## src/rtl/core/bclm_pkg.sv

```systemverilog
// ----------------------------------------------------------------------------
// bclm_pkg
// Shared types and constants of the bounded circular list manager.
// ----------------------------------------------------------------------------
package bclm_pkg;

  localparam int CAPACITY = 64;
  localparam int IDX_W    = $clog2(CAPACITY);
  localparam int LEN_W    = 7;
  localparam int VAL_W    = 32;

  typedef enum logic [3:0] {
    OP_CLEAR    = 4'd0,
    OP_INS_HEAD = 4'd1,
    OP_INS_TAIL = 4'd2,
    OP_INS_POS  = 4'd3,
    OP_DEL_HEAD = 4'd4,
    OP_DEL_TAIL = 4'd5,
    OP_DEL_POS  = 4'd6,
    OP_REVERSE  = 4'd7,
    OP_LIST     = 4'd8
  } op_t;

  typedef enum logic [1:0] {
    ST_OK      = 2'd0,
    ST_EMPTY   = 2'd1,
    ST_INVALID = 2'd2,
    ST_FULL    = 2'd3
  } status_t;

  typedef enum logic [4:0] {
    S_IDLE, S_EMIT, S_WALK,
    S_INS_A, S_INS_B,
    S_INS_P, S_INS_Q, S_INS_R, S_INS_S,
    S_DEL_H, S_DEL_P, S_DEL_Q, S_DEL_R,
    S_REL, S_REL_W,
    S_REV, S_LIST
  } state_t;

  typedef struct packed {
    logic [3:0]              op;
    logic signed [VAL_W-1:0] value;
    logic [LEN_W-1:0]        position;
  } in_item_t;

  typedef struct packed {
    logic signed [VAL_W-1:0] element;
    logic [1:0]              status;
    logic [LEN_W-1:0]        length;
    logic                    last;
  } out_item_t;

endpackage

```

## src/rtl/core/bclm_ram.sv

```systemverilog
// ----------------------------------------------------------------------------
// bclm_ram
// Simple dual-port RAM: one write port, one read port with registered data.
// ----------------------------------------------------------------------------
module bclm_ram #(
  parameter int WIDTH = 8,
  parameter int DEPTH = 64
) (
  input  logic                     clk,
  input  logic                     we,
  input  logic [$clog2(DEPTH)-1:0] waddr,
  input  logic [WIDTH-1:0]         wdata,
  input  logic                     re,
  input  logic [$clog2(DEPTH)-1:0] raddr,
  output logic [WIDTH-1:0]         rdata
);

  logic [WIDTH-1:0] mem [DEPTH];

  always_ff @(posedge clk) begin
    if (we) begin
      mem[waddr] <= wdata;
    end
    if (re) begin
      rdata <= mem[raddr];
    end
  end

endmodule

```

## src/rtl/core/bounded_circular_list_manager_top.sv

```systemverilog
// ----------------------------------------------------------------------------
// bounded_circular_list_manager_top
// Circular singly linked list of up to CAPACITY values with a free list.
// ----------------------------------------------------------------------------
// One transaction is taken at a time; in_ready is high only while idle.
// Positional inserts, positional and tail deletes walk the link memory one
// node per cycle. The walk is bounded by the single read port of the link
// memory. Node links come out of reset (and clear) as a chain through valid
// bits, so there is no clearing pass.
module bounded_circular_list_manager_top
  import bclm_pkg::*;
(
  input  logic      clk,
  input  logic      rst_n,
  input  logic      in_valid,
  output logic      in_ready,
  input  in_item_t  in_data,
  output logic      out_valid,
  input  logic      out_ready,
  output out_item_t out_data
);

  state_t state_r, state_nxt, ret_r, ret_nxt;
  logic [IDX_W-1:0] first_r, first_nxt, final_r, final_nxt, free_r, free_nxt;
  logic [IDX_W-1:0] cur_r, cur_nxt, node_r, node_nxt;
  logic [LEN_W-1:0] count_r, count_nxt, steps_r, steps_nxt;
  logic [CAPACITY-1:0] lv_r, lv_nxt;
  logic [3:0]       op_r, op_nxt;
  logic [VAL_W-1:0] val_r, val_nxt, elem_r, elem_nxt;
  logic [1:0]       st_r, st_nxt;
  logic             out_valid_r, out_valid_nxt;
  out_item_t        out_r, out_nxt;

  logic             l_we, l_re, v_we, v_re;
  logic [IDX_W-1:0] l_wa, l_ra, v_wa, v_ra, l_ra_r, l_q, lnk_rd;
  logic [IDX_W-1:0] l_wd;
  logic [VAL_W-1:0] v_wd, v_q;

  bclm_ram #(.WIDTH(IDX_W), .DEPTH(CAPACITY)) u_link (
    .clk(clk), .we(l_we), .waddr(l_wa), .wdata(l_wd),
    .re(l_re), .raddr(l_ra), .rdata(l_q)
  );

  bclm_ram #(.WIDTH(VAL_W), .DEPTH(CAPACITY)) u_value (
    .clk(clk), .we(v_we), .waddr(v_wa), .wdata(v_wd),
    .re(v_re), .raddr(v_ra), .rdata(v_q)
  );

  // never-written links read as the reset chain
  assign lnk_rd = lv_r[l_ra_r] ? l_q :
                  (l_ra_r == IDX_W'(CAPACITY - 1)) ? '0 : l_ra_r + IDX_W'(1);

  logic             full, empty, slot_free;
  logic [3:0]       eop;
  logic [LEN_W-1:0] pos, dpos;

  assign in_ready  = (state_r == S_IDLE);
  assign out_valid = out_valid_r;
  assign out_data  = out_r;
  assign full      = count_r >= LEN_W'(CAPACITY);
  assign empty     = count_r == '0;
  assign slot_free = !out_valid_r || out_ready;
  assign pos       = in_data.position;

  always_comb begin
    eop = in_data.op;
    if (in_data.op == OP_INS_POS && pos == LEN_W'(1) && !empty) begin
      eop = OP_INS_HEAD;
    end
    if (in_data.op == OP_DEL_POS && pos == LEN_W'(1) && !empty) begin
      eop = OP_DEL_HEAD;
    end
    dpos = (eop == OP_DEL_TAIL) ? count_r : pos;
  end

  always_comb begin
    state_nxt = state_r; ret_nxt = ret_r;
    first_nxt = first_r; final_nxt = final_r; free_nxt = free_r;
    cur_nxt = cur_r; node_nxt = node_r; count_nxt = count_r; steps_nxt = steps_r;
    lv_nxt = lv_r; op_nxt = op_r; val_nxt = val_r; elem_nxt = elem_r; st_nxt = st_r;
    out_valid_nxt = out_valid_r && !out_ready; out_nxt = out_r;
    l_we = 1'b0; l_wa = '0; l_wd = '0; l_re = 1'b0; l_ra = '0;
    v_we = 1'b0; v_wa = '0; v_wd = '0; v_re = 1'b0; v_ra = '0;

    case (state_r)
      S_IDLE: begin
        if (in_valid) begin
          op_nxt = eop; val_nxt = in_data.value;
          elem_nxt = '0; st_nxt = ST_OK;
          state_nxt = S_EMIT;
          case (eop) inside
            OP_CLEAR: begin
              lv_nxt = '0; first_nxt = '0; final_nxt = '0;
              free_nxt = '0; count_nxt = '0;
            end
            OP_INS_HEAD, OP_INS_TAIL: begin
              if (full) begin
                st_nxt = ST_FULL;
              end else begin
                l_re = 1'b1; l_ra = free_r; node_nxt = free_r;
                v_we = 1'b1; v_wa = free_r; v_wd = in_data.value;
                state_nxt = S_INS_A;
              end
            end
            OP_INS_POS: begin
              if (pos < LEN_W'(1) || pos > count_r) begin
                st_nxt = ST_INVALID;
              end else if (full) begin
                st_nxt = ST_FULL;
              end else begin
                cur_nxt = first_r; ret_nxt = S_INS_P;
                steps_nxt = pos - LEN_W'(2);
                if (pos == LEN_W'(2)) begin
                  state_nxt = S_INS_P;
                end else begin
                  l_re = 1'b1; l_ra = first_r; state_nxt = S_WALK;
                end
              end
            end
            OP_DEL_HEAD, OP_DEL_TAIL, OP_DEL_POS: begin
              if (empty) begin
                st_nxt = ST_EMPTY;
              end else if (eop == OP_DEL_POS && (pos < LEN_W'(1) || pos > count_r)) begin
                st_nxt = ST_INVALID;
              end else if (count_r == LEN_W'(1)) begin
                node_nxt = first_r; first_nxt = '0; final_nxt = '0;
                state_nxt = S_REL;
              end else if (eop == OP_DEL_HEAD) begin
                node_nxt = first_r; l_re = 1'b1; l_ra = first_r;
                state_nxt = S_DEL_H;
              end else begin
                cur_nxt = first_r; ret_nxt = S_DEL_P;
                steps_nxt = dpos - LEN_W'(2);
                if (dpos == LEN_W'(2)) begin
                  state_nxt = S_DEL_P;
                end else begin
                  l_re = 1'b1; l_ra = first_r; state_nxt = S_WALK;
                end
              end
            end
            OP_REVERSE: begin
              if (empty) begin
                st_nxt = ST_EMPTY;
              end else begin
                node_nxt = final_r; cur_nxt = first_r; steps_nxt = count_r;
                l_re = 1'b1; l_ra = first_r; state_nxt = S_REV;
              end
            end
            OP_LIST: begin
              if (empty) begin
                st_nxt = ST_EMPTY;
              end else begin
                steps_nxt = count_r;
                l_re = 1'b1; l_ra = first_r; v_re = 1'b1; v_ra = first_r;
                state_nxt = S_LIST;
              end
            end
            default: begin
            end
          endcase
        end
      end
      S_WALK: begin
        cur_nxt = lnk_rd;
        if (steps_r == LEN_W'(1)) begin
          state_nxt = ret_r;
        end else begin
          l_re = 1'b1; l_ra = lnk_rd; steps_nxt = steps_r - LEN_W'(1);
        end
      end
      S_INS_A: begin
        free_nxt = lnk_rd; l_we = 1'b1; l_wa = node_r;
        if (empty) begin
          l_wd = node_r; first_nxt = node_r; final_nxt = node_r;
          count_nxt = count_r + LEN_W'(1); elem_nxt = val_r; state_nxt = S_EMIT;
        end else begin
          l_wd = first_r; state_nxt = S_INS_B;
        end
      end
      S_INS_B: begin
        l_we = 1'b1; l_wa = final_r; l_wd = node_r;
        if (op_r == OP_INS_HEAD) begin
          first_nxt = node_r;
        end else begin
          final_nxt = node_r;
        end
        count_nxt = count_r + LEN_W'(1); elem_nxt = val_r; state_nxt = S_EMIT;
      end
      S_INS_P: begin
        l_re = 1'b1; l_ra = free_r; node_nxt = free_r;
        v_we = 1'b1; v_wa = free_r; v_wd = val_r;
        state_nxt = S_INS_Q;
      end
      S_INS_Q: begin
        free_nxt = lnk_rd; l_re = 1'b1; l_ra = cur_r; state_nxt = S_INS_R;
      end
      S_INS_R: begin
        l_we = 1'b1; l_wa = node_r; l_wd = lnk_rd; state_nxt = S_INS_S;
      end
      S_INS_S: begin
        l_we = 1'b1; l_wa = cur_r; l_wd = node_r;
        count_nxt = count_r + LEN_W'(1); elem_nxt = val_r; state_nxt = S_EMIT;
      end
      S_DEL_H: begin
        first_nxt = lnk_rd; l_we = 1'b1; l_wa = final_r; l_wd = lnk_rd;
        state_nxt = S_REL;
      end
      S_DEL_P: begin
        l_re = 1'b1; l_ra = cur_r; state_nxt = S_DEL_Q;
      end
      S_DEL_Q: begin
        node_nxt = lnk_rd; l_re = 1'b1; l_ra = lnk_rd; state_nxt = S_DEL_R;
      end
      S_DEL_R: begin
        l_we = 1'b1; l_wa = cur_r; l_wd = lnk_rd;
        if (node_r == final_r) begin
          final_nxt = cur_r;
        end
        state_nxt = S_REL;
      end
      S_REL: begin
        v_re = 1'b1; v_ra = node_r; state_nxt = S_REL_W;
      end
      S_REL_W: begin
        // return node to the free list
        l_we = 1'b1; l_wa = node_r; l_wd = free_r; free_nxt = node_r;
        count_nxt = count_r - LEN_W'(1); elem_nxt = v_q; state_nxt = S_EMIT;
      end
      S_REV: begin
        l_we = 1'b1; l_wa = cur_r; l_wd = node_r;
        node_nxt = cur_r; cur_nxt = lnk_rd;
        if (steps_r == LEN_W'(1)) begin
          first_nxt = final_r; final_nxt = first_r; state_nxt = S_EMIT;
        end else begin
          l_re = 1'b1; l_ra = lnk_rd; steps_nxt = steps_r - LEN_W'(1);
        end
      end
      S_LIST: begin
        if (slot_free) begin
          out_valid_nxt = 1'b1;
          out_nxt.element = v_q; out_nxt.status = ST_OK;
          out_nxt.length = count_r; out_nxt.last = (steps_r == LEN_W'(1));
          if (steps_r == LEN_W'(1)) begin
            state_nxt = S_IDLE;
          end else begin
            l_re = 1'b1; l_ra = lnk_rd; v_re = 1'b1; v_ra = lnk_rd;
            steps_nxt = steps_r - LEN_W'(1);
          end
        end
      end
      S_EMIT: begin
        if (slot_free) begin
          out_valid_nxt = 1'b1;
          out_nxt.element = elem_r; out_nxt.status = st_r;
          out_nxt.length = count_r; out_nxt.last = 1'b1;
          state_nxt = S_IDLE;
        end
      end
      default: state_nxt = S_IDLE;
    endcase

    if (l_we) begin
      lv_nxt[l_wa] = 1'b1;
    end
  end

  always_ff @(posedge clk) begin
    if (!rst_n) begin
      state_r <= S_IDLE; ret_r <= S_IDLE;
      first_r <= '0; final_r <= '0; free_r <= '0; count_r <= '0;
      lv_r <= '0; out_valid_r <= 1'b0;
    end else begin
      state_r <= state_nxt; ret_r <= ret_nxt;
      first_r <= first_nxt; final_r <= final_nxt; free_r <= free_nxt;
      count_r <= count_nxt; lv_r <= lv_nxt; out_valid_r <= out_valid_nxt;
    end
  end

  always_ff @(posedge clk) begin
    cur_r <= cur_nxt; node_r <= node_nxt; steps_r <= steps_nxt;
    op_r <= op_nxt; val_r <= val_nxt; elem_r <= elem_nxt; st_r <= st_nxt;
    out_r <= out_nxt;
    if (l_re) begin
      l_ra_r <= l_ra;
    end
  end

endmodule

```

## config.mk

```make
export PLATFORM = sky130hd
export DESIGN_NAME = bounded_circular_list_manager_top
export DESIGN_NICKNAME = d
export VERILOG_FILES = /design/src/rtl/core/bclm_pkg.sv /design/src/rtl/core/bclm_ram.sv /design/src/rtl/core/bounded_circular_list_manager_top.sv
export SDC_FILE = /design/constraint.sdc
export NUM_CORES = 2
export LEC_CHECK = 0
export BUFFER_PORTS_ARGS = -buffer_cell sky130_fd_sc_hd__buf_4
export CAP_MARGIN = 40
export CORE_MARGIN = 5
export CORE_UTILIZATION = 68
export DETAILED_ROUTE_END_ITERATION = 16
export GPL_TIMING_DRIVEN = 0
export PLACE_DENSITY = 0.92
export SETUP_SLACK_MARGIN = 0.15
export SYNTH_ARGS = -nofsm -noshare
export SYNTH_HDL_FRONTEND = slang
export SYNTH_SLANG_ARGS = --single-unit
```

## constraint.sdc

```tcl
create_clock -name clk -period 12.1 [get_ports clk]
set_input_delay 0.605 -clock clk [delete_from_list [all_inputs] [get_ports clk]]
set_output_delay 0.605 -clock clk [all_outputs]
set_load 0.02 [all_outputs]
```

==> metrics.cfg, run 1 <==
[run_status]
status = aborted with a tool error
haltStage = 5_1_grt
tool.error = [ERROR GRT-0232] Routing congestion too high. Check the congestion heatmap in the GUI.

[clocking]
post_cts_buffers = 0
htreeDepth = 5
cts_buffers = 274
cts-root-buf = clkbuf_16
clk_path_buf_depth = 4
clock_sink_count = 2704

[synth]
synth_area_sq_mm = 0.1064
yosys.cell_types.count = 87
synthFlopType = edfxtp_1
synth_seq_cells = 2704
ys_warn_count = 0
avgSynthCellArea_sq_um = 18.73
async_reset_ff_frac = 0
synth_cells = 5682
postSynthNetCount = 5745
yosysSeqAreaShare = 0.7540
synth_edf_count = 2607

[die]
die_h_microns = 405.6
die_x_microns = 405.6
ios = 91
rows = 145
initial_core_util = 0.6827

[grt]
grt_util_all_layers = 0.6765
grt_max_degree = 65
overflow = 7
antenna_found_initial = 139

[place]
dp_hpwl_microns = 262100
gp_congestion = 1.027
numPortBuffers = 89

==> cell families after synthesis <==
family                   count (synthesis)  share of synthesized area
flip-flops                            2704                     0.7540
AO/OA/AOI/OAI                          988                    0.06364
AND/OR/NAND/NOR                        942                    0.04085
multiplexers                           625                     0.1211
buffers and inverters                  384                    0.01660
XOR/XNOR                                23                   0.001893
adder cells (fa/ha/maj)                 16                   0.001881
==> layer usage <==
| metal | overflow | global-route usage |
|---|---|---|
| met5 | 0 | 0.3155 |
| met2 | 3 | 0.8231 |
| met1 | 0 | 0.6769 |
| met4 | 3 | 0.6521 |
| met3 | 1 | 0.5461 |
==> stage by stage <==
step	setup slack, ns	instance area, sq um	hold WS (ns)	cells
after floorplan	6.582	106400	0.4064	5682
after global placement	3.927	109600	0.4205	7829
after detailed placement	5.479	113800	0.4310	8046
after CTS	5.067	122700	0.1279	8535
==> synthesized netlist by cell type, types with 18 or more instances <==
cell type	count	area [sq um]
nor2_1	246	923.4
buf_6	27	304.0
mux2i_1	54	540.5
a221oi_1	43	376.6
buf_1	54	202.7
o211ai_1	18	135.1
buf_2	59	295.3
edfxtp_1	2607	78290
nand2_1	344	1291
or4_1	31	232.7
a222oi_1	27	270.3
a31oi_1	25	156.4
dfxtp_1	97	1942
mux4_2	523	11780
clkbuf_1	201	754.5
nor3_1	54	270.3
nand3_1	91	455.4
a21oi_1	341	1707
inv_1	25	93.84
nor2b_1	67	419.2
mux2_2	42	473.0
a22o_1	74	648.1
o21ai_0	40	200.2
a22oi_1	276	2072
==> repair_timing <==
item	CTS
gates resized for setup	0
endpoints found under the hold margin	32
hold buffers	32
==> run 2, diff against run 1 <==
CORE_UTILIZATION = 40   (was 68)
PLACE_DENSITY = unset   (was 0.92)
PLACE_DENSITY_LB_ADDON = 0.15   (was unset)
SETUP_SLACK_MARGIN = unset   (was 0.15)
==> metrics.cfg, run 2 <==
[run_status]
status = completed

[drt]
drt_iter0_markers = 9481
dr_total_vias = 62880
drt-total-wl_microns = 364500
ant_nets = 0
drt_first_pass_iters = 9
wl_per_cell_microns = 35.73
drc = 0
avgViaCountPerCell = 6.165

[synth]
async_reset_ff_frac = 0  ; unchanged
synth_largest_area_cell = edfxtp_1
synth_xor_area_frac = 0.001893  ; unchanged
synth_most_common_cell = edfxtp_1
synthFlopType = edfxtp_1
postSynthNetCount = 5745  ; unchanged
yosysSeqAreaShare = 0.7540  ; unchanged
synth_area_leaders = edfxtp_1, mux4_2, a22oi_1
synth_area_sq_mm = 0.1064  ; unchanged
synth_mux_area_frac = 0.1211  ; unchanged
synth_top_cell_area_share = 0.7358  ; unchanged
synth_seq_cells = 2704  ; unchanged
synth_edf_count = 2607  ; unchanged
synth.top_cells.by_count = edfxtp_1, mux4_2, nand2_1, a21oi_1, a22oi_1
synth_top_family_by_area = multiplexers
avgSynthCellArea_sq_um = 18.73  ; unchanged
yosys.cell_types.count = 87  ; unchanged
synth-simple-area-share = 0.04085  ; unchanged
synth-compound-area-share = 0.06364  ; unchanged
synth_fa_ha_area_frac = 0.001882  ; unchanged
synth_cells = 5682  ; unchanged
ys_warn_count = 0  ; unchanged

[final_layout]
fin_nets = 6485
final_cell_mix = edfxtp_1, mux4_2, a21oi_1
regMostFlops = u_value.mem
instances_no_fill = 10200
area_growth_pct = 19.47
final_common_cell = edfxtp_1
reg_top3 = u_value.mem: 2048 flops, u_link.mem: 384 flops, lv_r: 64 flops
largest_register_ffs = 2048
final_core_util = 0.4795
drive_gt1_frac = 0.2415

[clocking]
clk_pin_slew_ns = 0.06
clock_sink_count = 2704  ; unchanged
ctsResizeCount = 0  ; unchanged
htreeDepth = 5  ; unchanged
post_cts_buffers = 0  ; unchanged
cts-root-buf = clkbuf_16
clk_path_buf_depth = 4  ; unchanged
cts_tree = built
hold_buffers = 32  ; unchanged
cts_buffers = 294  ; +7.3%
clk_latency_ns = 0.89

[power_and_ir_drop]
pwr-share-comb = 0.055
p_leak_nw = 41.51
vdd_ir_drop_max_mv = 0.1156
power_density_mw_per_mm2 = 161.8
switchingPower_w = 0.004559
power_switching_share = 0.2217
clockPowerShare = 0.438
fin_total_pwr_w = 0.02056
internal_power_w = 0.01600
p_seq_frac = 0.507

[critical_path]
path_class = register to register
cp_top_family = buffers and inverters
slowest_delay_ns = 0.91
cp.arrival_ns = 7.81
cp_max_fo = 10
cp_num_buf_inv = 6
path_cells = buf_6 > buf_6 > mux2i_1 > a2bb2oi_1 > nand4b_1 > a32o_1 > nand2_4 > mux2i_1 > o21ai_1 > buf_4 > nor2b_1 > clkbuf_1 > buf_2 > buf_1 > a22oi_1 > a21oi_1 > or4_1
crit_path_top_delay_cell = a21oi_1
r2r_setup_slack_ns = 4.95
end_kind = register
crit_required_ns = 12.76
worst_setup_path_start_kind = register

[place]
numPortBuffers = 89  ; unchanged
placed_cells = 9612  ; +19%
dp_hpwl_microns = 251000  ; -4.2%
gp_congestion = 0.9224  ; -10%

[sta]
drv_slew = 0
setup_violations = 0
finClkSkew_ns = 0.08124
max_freq_mhz = 139.9
rsz0062_at_grt = no
period_needed_ns = 7.148
setup_tns_ns = 0
hold_violations = 0
min_period_over_period = 0.5907
worst_pin_slew_ns = 1.078
slew_headroom = 0.2817

[die]
rows = 189  ; +30%
core-area_sq_mm = 0.2651
die_x_microns = 525.8  ; +30%
dieArea_sq_mm = 0.2764
initial_core_util = 0.4014  ; -0.2814
ios = 91  ; unchanged
die_h_microns = 525.8  ; +30%

[flow_run]
max_cap_violations = 0

[grt]
grt_util_all_layers = 0.2572
grt_pass1_vias = 60690
antenna_found_initial = 33
overflow = 0
met1_usage = 0.3723
grt_max_degree = 65
busiest_layer = met2
grtUsageMet2 = 0.3839
grt_pass1_wl_microns = 498800
use_met3 = 0.06325

[hold_path]
min_path_type = input pin to register

run 2: cell counts after synthesis:
Identical to the previous run, type by type.
run 2: power groups by stage:
stage          combinational (W)  sequential [W]  clock (W)
6_report                 0.00113          0.0104    0.00900
5_1_grt                  0.00118          0.0104    0.00950
4_1_cts                  0.00112          0.0104    0.00911
3_5_place_dp             0.00111          0.0106          0
3_3_place_gp             0.00103          0.0107          0
2_1_floorplan           0.000535          0.0107          0
run 2: layer usage:
| metal | vias to the layer above | share of wire |
|---|---|---|
| met5 | - | 0.00043 |
| met4 | 4 | 0.036 |
| met3 | 623 | 0.11 |
| met2 | 3796 | 0.44 |
| met1 | 33510 | 0.41 |
| li1 | 24950 | - |
run 2: path summary, 6_finish.rpt:
| path | depth (start not counted) | start | to |
|---|---|---|---|
| max | 17 | l_ra_r[0] | u_value.rdata[19] |
| max reg2reg | 17 | l_ra_r[0] | u_value.rdata[19] |
| min | 3 | out_ready | out_valid |
| min reg2reg | 2 | lv_r[8] | lv_r[8] |
run 2: worst reg2reg max path: stages, from the launching register on:
cell and delay, ns:
edfxtp_1 0.56, buf_6 0.28, buf_6 0.23, mux2i_1 0.37
a2bb2oi_1 0.23, nand4b_1 0.12, a32o_1 0.33, nand2_4 0.16
mux2i_1 0.19, o21ai_1 0.44, buf_4 0.29, nor2b_1 0.17
clkbuf_1 0.62, buf_2 0.65, buf_1 0.68, a22oi_1 0.27
a21oi_1 0.91, or4_1 0.44
run 2: through the flow:
| stage | worst slack, ns | instance area (sq um) | hold WS, ns |
|---|---|---|---|
| after global placement | 2.833 | 111500 | 0.4626 |
| after detailed placement | 5.237 | 117100 | 0.4816 |
| after global routing | 4.945 | 127100 | 0.1475 |
| after floorplan | 6.582 | 106400 | 0.4064 |
| final | 4.952 | 127100 | 0.1618 |
| after CTS | 5.194 | 126900 | 0.09183 |
run 2: logic make-up after synthesis:
family                   after synthesis
XOR/XNOR                              23
multiplexers                         625
AO/OA/AOI/OAI                        988
adder cells (fa/ha/maj)               16
AND/OR/NAND/NOR                      942
buffers and inverters                384
flip-flops                          2704
run 2: layout make-up:
type	instances	area (sq um)
timing repair buffer	444	6023
clock inverter	164	1593
inverter	30	112.6
buffer	354	1658
clock buffer	360	7924
multi-input combinational	2594	25120
fill	22030	138000
sequential	2704	80230
tap	3533	4420
antenna	17	42.54
(Power assumes the default switching activity.)
